`config.mk`:
```
export PLATFORM = sky130hd
export DESIGN_NAME = led_string_pulse_frame_encoder_core
export DESIGN_NICKNAME = d
export VERILOG_FILES = /design/src/rtl/core/lspfe_pkg.sv /design/src/rtl/core/lspfe_front.sv /design/src/rtl/core/lspfe_queue.sv /design/src/rtl/core/lspfe_back.sv /design/src/rtl/core/led_string_pulse_frame_encoder_core.sv
export VERILOG_INCLUDE_DIRS = /design/src /design/src/rtl/core
export SDC_FILE = /design/constraint.sdc
export NUM_CORES = 1
export LEC_CHECK = 0
export ABC_AREA = 1
export BUFFER_PORTS_ARGS = -buffer_cell sky130_fd_sc_hd__buf_2
export CAP_MARGIN = 25
export CORE_ASPECT_RATIO = 1.25
export CORE_MARGIN = 8
export CORE_UTILIZATION = 50
export CTS_CLUSTER_DIAMETER = 40
export CTS_CLUSTER_SIZE = 8
export DETAILED_ROUTE_END_ITERATION = 16
export PLACE_DENSITY_LB_ADDON = 0.12
export SYNTH_ARGS = -nofsm -noshare
export SYNTH_HDL_FRONTEND = slang
export SYNTH_HIERARCHICAL = 1
export SYNTH_SLANG_ARGS = --single-unit
```
`constraint.sdc`:
```
create_clock -name aclk -period 2.43 [get_ports aclk]
set_input_delay 0.3645 -clock aclk [delete_from_list [all_inputs] [get_ports aclk]]
set_output_delay 0.3645 -clock aclk [all_outputs]
set_load 0.005 [all_outputs]
```
`src/rtl/core/led_string_pulse_frame_encoder_core_macros.svh`:
```
// ----------------------------------------------------------------------------
// led string pulse frame encoder - assertion macros
// Shared concurrent assertion shorthands for the encoder core.
// ----------------------------------------------------------------------------
`ifndef LED_STRING_PULSE_FRAME_ENCODER_CORE_MACROS_SVH
`define LED_STRING_PULSE_FRAME_ENCODER_CORE_MACROS_SVH

// clocked assertion, switched off while reset is asserted
`define LSPFE_ASSERT_RST(lbl, clk, rstn, prop, msg) \
    lbl: assert property (@(posedge clk) disable iff (!rstn) prop) else $error(msg);

// clocked assertion that also holds during reset
`define LSPFE_ASSERT_ALWAYS(lbl, clk, prop, msg) \
    lbl: assert property (@(posedge clk) prop) else $error(msg);

`endif

```
`src/rtl/core/lspfe_pkg.sv`:
```
// ----------------------------------------------------------------------------
// lspfe_pkg
// Types and constants shared by the led string pulse frame encoder core.
// ----------------------------------------------------------------------------
`timescale 1ns / 1ps
`default_nettype none

package lspfe_pkg;

    // frame layout
    localparam int FRAME_BITS = 26;
    localparam int SEG_COUNT  = 2 * FRAME_BITS + 1;
    localparam int SEG_W      = $clog2(SEG_COUNT);

    // field widths
    localparam int STRAND_W   = 3;
    localparam int ADDR_W     = 6;
    localparam int INTENS_W   = 8;
    localparam int COLOUR_W   = 4;
    localparam int DUR_W      = 8;

    // configuration port
    localparam int CFG_IDX_W  = 3;
    localparam int CFG_DATA_W = 8;

    // command queue between front and back
    localparam int QUEUE_DEPTH = 2;
    localparam int QUEUE_PTR_W = $clog2(QUEUE_DEPTH);
    localparam int QUEUE_CNT_W = $clog2(QUEUE_DEPTH + 1);

    // register indexes
    typedef enum logic [CFG_IDX_W-1:0] {
        REG_START_TIME     = 3'd0,
        REG_ONE_LOW_TIME   = 3'd1,
        REG_ONE_HIGH_TIME  = 3'd2,
        REG_ZERO_LOW_TIME  = 3'd3,
        REG_ZERO_HIGH_TIME = 3'd4
    } cfg_reg_t;

    // register reset values
    localparam logic [DUR_W-1:0] START_TIME_RST     = 8'd8;
    localparam logic [DUR_W-1:0] ONE_LOW_TIME_RST   = 8'd19;
    localparam logic [DUR_W-1:0] ONE_HIGH_TIME_RST  = 8'd8;
    localparam logic [DUR_W-1:0] ZERO_LOW_TIME_RST  = 8'd9;
    localparam logic [DUR_W-1:0] ZERO_HIGH_TIME_RST = 8'd18;

    // pulse timing set handed to the back end
    typedef struct packed {
        logic [DUR_W-1:0] start_time;
        logic [DUR_W-1:0] one_low_time;
        logic [DUR_W-1:0] one_high_time;
        logic [DUR_W-1:0] zero_low_time;
        logic [DUR_W-1:0] zero_high_time;
    } timing_t;

    // packed bulb command
    typedef struct packed {
        logic [STRAND_W-1:0]   strand;
        logic [FRAME_BITS-1:0] word;
    } cmd_t;

endpackage

`default_nettype wire

```
`src/rtl/core/lspfe_front.sv`:
```
// ----------------------------------------------------------------------------
// lspfe_front
// Accepts bulb commands, drops those for absent strands and packs the rest.
// ----------------------------------------------------------------------------
`timescale 1ns / 1ps
`default_nettype none

module lspfe_front
    import lspfe_pkg::*;
#(
    parameter int STRAND_COUNT = 5
) (
    input  wire logic                  s_valid,
    output logic                       s_ready,
    input  wire logic [STRAND_W-1:0]   s_strand,
    input  wire logic [ADDR_W-1:0]     s_bulb_address,
    input  wire logic [INTENS_W-1:0]   s_intensity,
    input  wire logic [COLOUR_W-1:0]   s_blue,
    input  wire logic [COLOUR_W-1:0]   s_green,
    input  wire logic [COLOUR_W-1:0]   s_red,
    output logic                       push,
    output cmd_t                       push_cmd,
    input  wire logic                  queue_ready
);

    logic strand_ok;

    // strand range check, one bit wider so a count of eight fits
    assign strand_ok = ({1'b0, s_strand} < (STRAND_W + 1)'(STRAND_COUNT));

    // transfer whenever the queue has room; absent strands are consumed silently
    assign s_ready = queue_ready;
    assign push    = s_valid && queue_ready && strand_ok;

    // frame word, most significant first
    assign push_cmd.strand = s_strand;
    assign push_cmd.word   = {s_bulb_address, s_intensity, s_blue, s_green, s_red};

endmodule

`default_nettype wire

```
`src/rtl/core/lspfe_queue.sv`:
```
// ----------------------------------------------------------------------------
// lspfe_queue
// Short command queue decoupling the front end from the segment generator.
// ----------------------------------------------------------------------------
`timescale 1ns / 1ps
`default_nettype none

module lspfe_queue
    import lspfe_pkg::*;
(
    input  wire logic aclk,
    input  wire logic aresetn,
    input  wire logic push,
    input  wire cmd_t push_cmd,
    output logic      push_ready,
    input  wire logic pop,
    output logic      pop_valid,
    output cmd_t      pop_cmd
);

    cmd_t                   entries_reg [QUEUE_DEPTH];
    logic [QUEUE_PTR_W-1:0] wr_ptr_reg, wr_ptr_next;
    logic [QUEUE_PTR_W-1:0] rd_ptr_reg, rd_ptr_next;
    logic [QUEUE_CNT_W-1:0] count_reg, count_next;
    logic                   do_push, do_pop;

    assign push_ready = (count_reg != QUEUE_CNT_W'(QUEUE_DEPTH));
    assign pop_valid  = (count_reg != '0);
    assign pop_cmd    = entries_reg[rd_ptr_reg];

    assign do_push = push && push_ready;
    assign do_pop  = pop && pop_valid;

    // pointer and fill level update
    always_comb begin
        wr_ptr_next = wr_ptr_reg;
        rd_ptr_next = rd_ptr_reg;
        count_next  = count_reg;
        if (do_push) begin
            wr_ptr_next = (wr_ptr_reg == QUEUE_PTR_W'(QUEUE_DEPTH - 1)) ? '0
                        : wr_ptr_reg + 1'b1;
        end
        if (do_pop) begin
            rd_ptr_next = (rd_ptr_reg == QUEUE_PTR_W'(QUEUE_DEPTH - 1)) ? '0
                        : rd_ptr_reg + 1'b1;
        end
        case ({do_push, do_pop})
            2'b10:   count_next = count_reg + 1'b1;
            2'b01:   count_next = count_reg - 1'b1;
            default: count_next = count_reg;
        endcase
    end

    always_ff @(posedge aclk) begin
        if (!aresetn) begin
            wr_ptr_reg <= '0;
            rd_ptr_reg <= '0;
            count_reg  <= '0;
        end else begin
            wr_ptr_reg <= wr_ptr_next;
            rd_ptr_reg <= rd_ptr_next;
            count_reg  <= count_next;
        end
    end

    // entry storage
    always_ff @(posedge aclk) begin
        if (do_push) begin
            entries_reg[wr_ptr_reg] <= push_cmd;
        end
    end

endmodule

`default_nettype wire

```
`src/rtl/core/lspfe_back.sv`:
```
// ----------------------------------------------------------------------------
// lspfe_back
// Segment generator: walks one frame, one line segment per cycle while m_ready allows.
// ----------------------------------------------------------------------------
`timescale 1ns / 1ps
`default_nettype none

module lspfe_back
    import lspfe_pkg::*;
(
    input  wire logic                aclk,
    input  wire logic                aresetn,
    input  wire logic                cmd_valid,
    input  wire cmd_t                cmd,
    output logic                     cmd_pop,
    input  wire timing_t             timing,
    output logic                     m_valid,
    input  wire logic                m_ready,
    output logic [STRAND_W-1:0]      m_line_strand,
    output logic                     m_level,
    output logic [DUR_W-1:0]         m_duration,
    output logic                     m_last
);

    logic                  busy_reg, busy_next;
    logic [SEG_W-1:0]      seg_reg, seg_next;
    logic [FRAME_BITS-1:0] word_reg, word_next;
    logic [STRAND_W-1:0]   strand_reg, strand_next;

    logic                  m_valid_reg, m_valid_next;
    logic [STRAND_W-1:0]   m_strand_reg;
    logic                  m_level_reg;
    logic [DUR_W-1:0]      m_duration_reg;
    logic                  m_last_reg;

    logic                  advance, emit, seg_final, bit_one;
    logic                  seg_level;
    logic [DUR_W-1:0]      seg_duration;

    // output register frees up when empty or being taken
    assign advance   = !m_valid_reg || m_ready;
    assign emit      = busy_reg && advance;
    assign seg_final = (seg_reg == SEG_W'(SEG_COUNT - 1));
    assign cmd_pop   = cmd_valid && advance && (!busy_reg || seg_final);
    assign bit_one   = word_reg[FRAME_BITS-1];

    // current segment: start pulse, then low/high pair per bit
    always_comb begin
        if (seg_reg == '0) begin
            seg_level    = 1'b1;
            seg_duration = timing.start_time;
        end else if (seg_reg[0]) begin
            seg_level    = 1'b0;
            seg_duration = bit_one ? timing.one_low_time : timing.zero_low_time;
        end else begin
            seg_level    = 1'b1;
            seg_duration = bit_one ? timing.one_high_time : timing.zero_high_time;
        end
    end

    // frame walker
    always_comb begin
        busy_next   = busy_reg;
        seg_next    = seg_reg;
        word_next   = word_reg;
        strand_next = strand_reg;
        if (emit) begin
            seg_next = seg_reg + 1'b1;
            if (!seg_reg[0] && seg_reg != '0) begin
                word_next = {word_reg[FRAME_BITS-2:0], 1'b0};
            end
            if (seg_final) begin
                busy_next = 1'b0;
            end
        end
        if (cmd_pop) begin
            busy_next   = 1'b1;
            seg_next    = '0;
            word_next   = cmd.word;
            strand_next = cmd.strand;
        end
    end

    assign m_valid_next = advance ? emit : m_valid_reg;

    always_ff @(posedge aclk) begin
        if (!aresetn) begin
            busy_reg    <= 1'b0;
            seg_reg     <= '0;
            m_valid_reg <= 1'b0;
        end else begin
            busy_reg    <= busy_next;
            seg_reg     <= seg_next;
            m_valid_reg <= m_valid_next;
        end
    end

    // frame payload and output payload
    always_ff @(posedge aclk) begin
        word_reg   <= word_next;
        strand_reg <= strand_next;
        if (emit) begin
            m_strand_reg   <= strand_reg;
            m_level_reg    <= seg_level;
            m_duration_reg <= seg_duration;
            m_last_reg     <= seg_final;
        end
    end

    assign m_valid       = m_valid_reg;
    assign m_line_strand = m_strand_reg;
    assign m_level       = m_level_reg;
    assign m_duration    = m_duration_reg;
    assign m_last        = m_last_reg;

endmodule

`default_nettype wire

```
`src/rtl/core/led_string_pulse_frame_encoder_core.sv`:
```
// ----------------------------------------------------------------------------
// led_string_pulse_frame_encoder_core
// Turns bulb commands into pulse-width coded line segments for LED strands.
// ----------------------------------------------------------------------------
// Usage
//   s_* channel: one bulb command per transfer (strand, address, intensity,
//   blue, green, red). The 26-bit frame word is sent most significant first.
//   m_* channel: one line segment per transfer (strand, level, duration,
//   last). A frame is 53 segments: high start pulse, then low/high per bit,
//   with m_last on the final high phase.
//   cfg_*: plain register write port for the five pulse timings; write only
//   while no frame is in progress.
// Timing
//   the first segment passes the command queue, the back-end frame registers
//   and the output register; one segment per cycle from the segment counter in
//   the back end while m_ready allows; frames follow each other without a gap.
//   Commands for a strand at or above STRAND_COUNT are taken and dropped.
// Reset and stall
//   aresetn (synchronous, active low) empties the queue, stops any frame and
//   restores the default timings. When m_ready is low the segment is held;
//   the two-entry command queue keeps s_ready high until it fills.
// ----------------------------------------------------------------------------
`timescale 1ns / 1ps
`default_nettype none

`include "led_string_pulse_frame_encoder_core_macros.svh"

module led_string_pulse_frame_encoder_core
    import lspfe_pkg::*;
#(
    parameter int STRAND_COUNT = 5
) (
    input  wire logic                  aclk,
    input  wire logic                  aresetn,
    // command channel
    input  wire logic                  s_valid,
    output logic                       s_ready,
    input  wire logic [STRAND_W-1:0]   s_strand,
    input  wire logic [ADDR_W-1:0]     s_bulb_address,
    input  wire logic [INTENS_W-1:0]   s_intensity,
    input  wire logic [COLOUR_W-1:0]   s_blue,
    input  wire logic [COLOUR_W-1:0]   s_green,
    input  wire logic [COLOUR_W-1:0]   s_red,
    // segment channel
    output logic                       m_valid,
    input  wire logic                  m_ready,
    output logic [STRAND_W-1:0]        m_line_strand,
    output logic                       m_level,
    output logic [DUR_W-1:0]           m_duration,
    output logic                       m_last,
    // configuration
    input  wire logic                  cfg_wr_en,
    input  wire logic [CFG_IDX_W-1:0]  cfg_index,
    input  wire logic [CFG_DATA_W-1:0] cfg_data
);

    timing_t timing_reg, timing_next;
    logic    push, queue_ready, pop, pop_valid;
    cmd_t    push_cmd, pop_cmd;

    // timing register writes; unknown indexes are ignored
    always_comb begin
        timing_next = timing_reg;
        if (cfg_wr_en) begin
            case (cfg_index)
                REG_START_TIME:     timing_next.start_time     = cfg_data;
                REG_ONE_LOW_TIME:   timing_next.one_low_time   = cfg_data;
                REG_ONE_HIGH_TIME:  timing_next.one_high_time  = cfg_data;
                REG_ZERO_LOW_TIME:  timing_next.zero_low_time  = cfg_data;
                REG_ZERO_HIGH_TIME: timing_next.zero_high_time = cfg_data;
                default:            timing_next = timing_reg;
            endcase
        end
    end

    always_ff @(posedge aclk) begin
        if (!aresetn) begin
            timing_reg.start_time     <= START_TIME_RST;
            timing_reg.one_low_time   <= ONE_LOW_TIME_RST;
            timing_reg.one_high_time  <= ONE_HIGH_TIME_RST;
            timing_reg.zero_low_time  <= ZERO_LOW_TIME_RST;
            timing_reg.zero_high_time <= ZERO_HIGH_TIME_RST;
        end else begin
            timing_reg <= timing_next;
        end
    end

    // front end: accept and classify
    lspfe_front #(
        .STRAND_COUNT (STRAND_COUNT)
    ) u_front (
        .s_valid        (s_valid),
        .s_ready        (s_ready),
        .s_strand       (s_strand),
        .s_bulb_address (s_bulb_address),
        .s_intensity    (s_intensity),
        .s_blue         (s_blue),
        .s_green        (s_green),
        .s_red          (s_red),
        .push           (push),
        .push_cmd       (push_cmd),
        .queue_ready    (queue_ready)
    );

    // command queue
    lspfe_queue u_queue (
        .aclk       (aclk),
        .aresetn    (aresetn),
        .push       (push),
        .push_cmd   (push_cmd),
        .push_ready (queue_ready),
        .pop        (pop),
        .pop_valid  (pop_valid),
        .pop_cmd    (pop_cmd)
    );

    // back end: segment generation
    lspfe_back u_back (
        .aclk          (aclk),
        .aresetn       (aresetn),
        .cmd_valid     (pop_valid),
        .cmd           (pop_cmd),
        .cmd_pop       (pop),
        .timing        (timing_reg),
        .m_valid       (m_valid),
        .m_ready       (m_ready),
        .m_line_strand (m_line_strand),
        .m_level       (m_level),
        .m_duration    (m_duration),
        .m_last        (m_last)
    );

    // checks on the frame structure
    `LSPFE_ASSERT_RST(a_last_is_high, aclk, aresetn, (m_valid && m_last) |-> m_level, "last segment must be a high phase")
    `LSPFE_ASSERT_RST(a_frame_no_gap, aclk, aresetn, (m_valid && m_ready && !m_last) |=> m_valid, "gap inside a frame")
    `LSPFE_ASSERT_RST(a_strand_range, aclk, aresetn, m_valid |-> (4'(m_line_strand) < 4'(STRAND_COUNT)), "segment on absent strand")
    `LSPFE_ASSERT_ALWAYS(a_reset_idle, aclk, !aresetn |=> !m_valid, "segment valid straight after reset")

endmodule

`default_nettype wire

```
==> results.txt <==
----------------------------------------------------
[Run status]
  Run status ... completed

[Final layout]
  Syn-to-layout area delta ... 12.1%
  Layout cells sized above 1 ... between 10% and 20%
  Number of diodes ... 0
  Nets ... roughly 760
  Final cell utilization of the core ... a little under three fifths
  Number of flip-flops under the largest register name ... 58

[Floorplanning]
  Die outline area ... between 0.015 and 0.02 sq mm
  Row count ... 47
  CORE AREA ... about 0.013 sq mm
  Boundary pin count ... 60
  Die Y ... between 100 and 150 um
  Starting density of the core ... between 50% and 60%
  Die width ... approximately 120 um

[Global routing]
  Peak-usage layer in the global routing report ... met2
  Met1 Track Usage GR ... between 10% and 20%
  Remaining Overflow, GRT ... 0
  Met2 global-route usage ... a little under a third
  Via count of the first global-routing pass ... approximately 4,600
  Global Route Usage Sum ... approximately 16%
  Largest net degree at the start of global routing ... 31
  Antenna violations before repair ... 0
  Global-route wire length before repair ... between 20 and 25 mm
  Global-route met3 utilization ... 4.77%

[Flow run]
  Maxcap violations ... 0

[Placement]
  HPWL Detailed ... 8.62 mm
  Final weighted congestion of routability-driven global placement ... 0.810
  Number of port buffers ... 59
  Pre-CTS setup slack ... around 610 ps

[Power and ir drop]
  Leakage power ... ~3.1 nW
  Internal power component ... 0.00515 W
  Power Density ... approximately 940 mW/mm^2
  Worst IR drop on VDD ... ~0.64 mV
  Proportion of total power due to net switching ... 26.3%
  Sw Pwr ... ~0.0018 W
  Logic gate share of total power ... about 18%
  Register share of total power ... roughly 47%
  Clock Power Share ... 35.3%

[Worst setup path]
  Slowest stage cell on the critical path ... sky130_fd_sc_hd__dfxtp_1
  Top fanout value on the critical path ... 4
  Slowest cell delay on critical path ... between 300 and 400 ps
  Arrival time at the worst endpoint ... between 2000 and 2500 ps
  Cell chain of the critical path ... inv_1 -> ha_1 -> nand3_1 -> o21bai_2 -> nand2_2 -> inv_2 -> o21a_1 -> ha_1 -> inv_1 -> nand2_1 -> nor2_1 -> nor2_1 -> nor2_1
  Element type at the critical path end ... flip-flop
  WS Path Type ... flip-flop to flip-flop
  Startpoint type of the worst setup path ... flip-flop
  Worst r2r dst ... u_queue/count_reg[1]
  Reg-to-reg setup timing slack ... approximately 560 ps
  Startpoint of the worst-slack reg-to-reg timing path ... u_back/seg_reg[1]
  Crit path top cell by count ... sky130_fd_sc_hd__nor2_1
  Critical path data required time ... approximately 2800 ps
  Buf/Inv on CP ... 3
  R2R cell count ... 13
  Cell class contributing the biggest share of worst-path delay ... simple AND/OR/NAND/NOR gates

[Route]
  Vias post-DR ... between 4,000 and 5,000
  Drt pass-1 iters ... 4
  # DRC ... 0
  WL final ... 12.9 mm
  Initial DRC Count ... approximately 260
  Vias per std cell ... about 4.9
  Final routed wire length divided by cell count ... ~14 um
  Remaining number of nets flagged by the antenna check after routing ... 0

[Clock network]
  Clock tree root buffer cell ... sky130_fd_sc_hd__clkbuf_16
  Clock latency reported for the late side of the worst-skew pair ... roughly 410 ps
  Number of levels the H-tree was split into ... 4
  CTS tree ... done
  Post-CTS resize count ... 0
  Max Root-Sink Buffers ... 2
  Clock-pin slew on the worst setup and hold paths ... ~60 ps
  Number of setup buffers added after CTS ... 0
  Number of buffers created by CTS ... 17
  Hold bufs inserted after CTS ... 0
  CTS sink count ... 153

[Logic synthesis]
  Synthesis-stage register bit count ... approximately 150
  Main combinational cell family by area after synthesis ... simple AND/OR/NAND/NOR gates
  Cell count after synthesis ... 670
  Compound-gate portion of the synthesized area ... under 10%
  Count of unique library cells instantiated by Yosys ... 28
  Post-synthesis async set-or-reset flop share ... 0%
  Yosys top cell area share ... between 40 and 50%
  Most area-hungry cell type in the Yosys netlist ... sky130_fd_sc_hd__edfxtp_1
  Most instantiated library cell after synthesis ... sky130_fd_sc_hd__nand2_1
  Most instantiated flip-flop cell in the synthesis netlist ... sky130_fd_sc_hd__edfxtp_1
  Post-synthesis adder-cell area fraction ... less than 1%
  Mux share of post-synthesis cell area ... about 5.5%
  Simple-gate portion of the synthesized area ... 21.2%
  Post-Syn Nets ... 718
  EDFF count, synth ... 100
  Sequential element share of the synthesized area ... between 60% and 70%
  Count of synthesis-stage warnings from yosys ... 6
  Post-synth design cell area ... around 0.0066 sq mm
  Synth cell count leaders ... sky130_fd_sc_hd__nand2_1 (177), sky130_fd_sc_hd__nor2_1 (124), sky130_fd_sc_hd__edfxtp_1 (100)
  Post-Synth XOR/XNOR Area ... less than 1%
  Average instance area after synthesis ... ~9.9 sq um
  Top post-synthesis cells by area ... sky130_fd_sc_hd__edfxtp_1 (45%), sky130_fd_sc_hd__dfxtp_1 (16%), sky130_fd_sc_hd__nand2_1 (10%), sky130_fd_sc_hd__nor2_1 (7.0%), sky130_fd_sc_hd__buf_4 (3.7%)

[Timing]
  Worst clock skew ... 6.59 ps
  Setup Viol. Count Final ... 0
  Setup_tns ... 0 ps
  Tightest slew margin relative to the limit ... a little under half
  Final worst hold slack ... ~140 ps
  Unrepaired setup endpoints after global routing ... no
  Final worst-path setup slack ... roughly 560 ps
  Worst slew pin tran ... 784 ps
  Final worst path period share ... 76.9%
  Pins Over Slew Limit ... 0
  Shortest clock period the worst path allows after layout ... ~1900 ps
  Fmax ... ~0.53 GHz
  Number of hold violations in the final report ... 0

[Hold path]
  Worst hold path stage count ... 1
  Hold crit path type ... primary input to flip-flop
  Worst hold start ... s_green[2]
  Hold-critical path endpoint ... u_queue/entries_reg[0][6]

----------------------------------------------------
[power groups by stage]
stage	Clock, W	Combinational (W)	Sequential, W
floorplan	0	0.000937	0.00334
global placement	0	0.00122	0.00335
detailed placement	0	0.00124	0.00335
CTS	0.00253	0.00125	0.00330
global route	0.00266	0.00139	0.00333
finish	0.00247	0.00122	0.00330
[cells by family (layout without fill, tap and decap cells)]
group | count (synthesis) | count (layout)
buf+inv | 95 | 148
xor+xnor | 2 | 2
compound gates | 34 | 34
mux | 29 | 29
flops | 153 | 153
simple gates | 354 | 354
fa+ha+maj | 3 | 3
[layer usage]
layer,part of all wire (%),vias up,wire length [um]
met5,0,-,0
met4,2.1,0,266
met3,4.6,16,601
met2,54,99,7040
met1,39,2047,5040
li1,-,2239,-
[per-stage QoR]
stage	total power (W)	instance area (sq um)	cells
6_report	0.00699	7420	894
5_1_grt	0.00738	7420	894
4_1_cts	0.00708	7420	894
3_5_place_dp	0.00460	6850	862
3_3_place_gp	0.00457	6850	862
2_1_floorplan	0.00428	6620	670
[cells in the final DEF (no fill, tap or decap), drive strengths merged]
cell type	n
nor3	1
nand3	48
a31oi	1
buf	73
nand2	179
mux2	29
o21ai	25
xor2	1
nand4	2
inv	44
xnor2	1
clkbuf	27
nor2	124
clkinv	3
a21oi	6
edfxtp	100
clkinvlp	1
dfxtp	53
o21bai	1
ha	3
o21a	1
[layout make-up]
class                      instances  area, sq um
clock buffer                      27          538
clock inverter                     5         32.5
fill                            1191         5690
inverter                          43          161
multi-input combinational        422         2010
sequential                       153         4060
tap                              171          214
timing repair buffer              73          400
[how the worst max path moves through the flow]
stage,end,cells after the start,from
CTS,u_queue/count_reg[1],13,u_back/seg_reg[1]
finish,u_queue/count_reg[1],13,u_back/seg_reg[1]
global placement,u_queue/count_reg[1],13,u_back/seg_reg[0]
floorplan,u_queue/entries_reg[1][0],6,u_queue/count_reg[0]
detailed placement,u_queue/count_reg[1],13,u_back/seg_reg[1]
global route,u_queue/count_reg[1],13,u_back/seg_reg[1]
No activity file was read; power rests on OpenSTA's default activity.
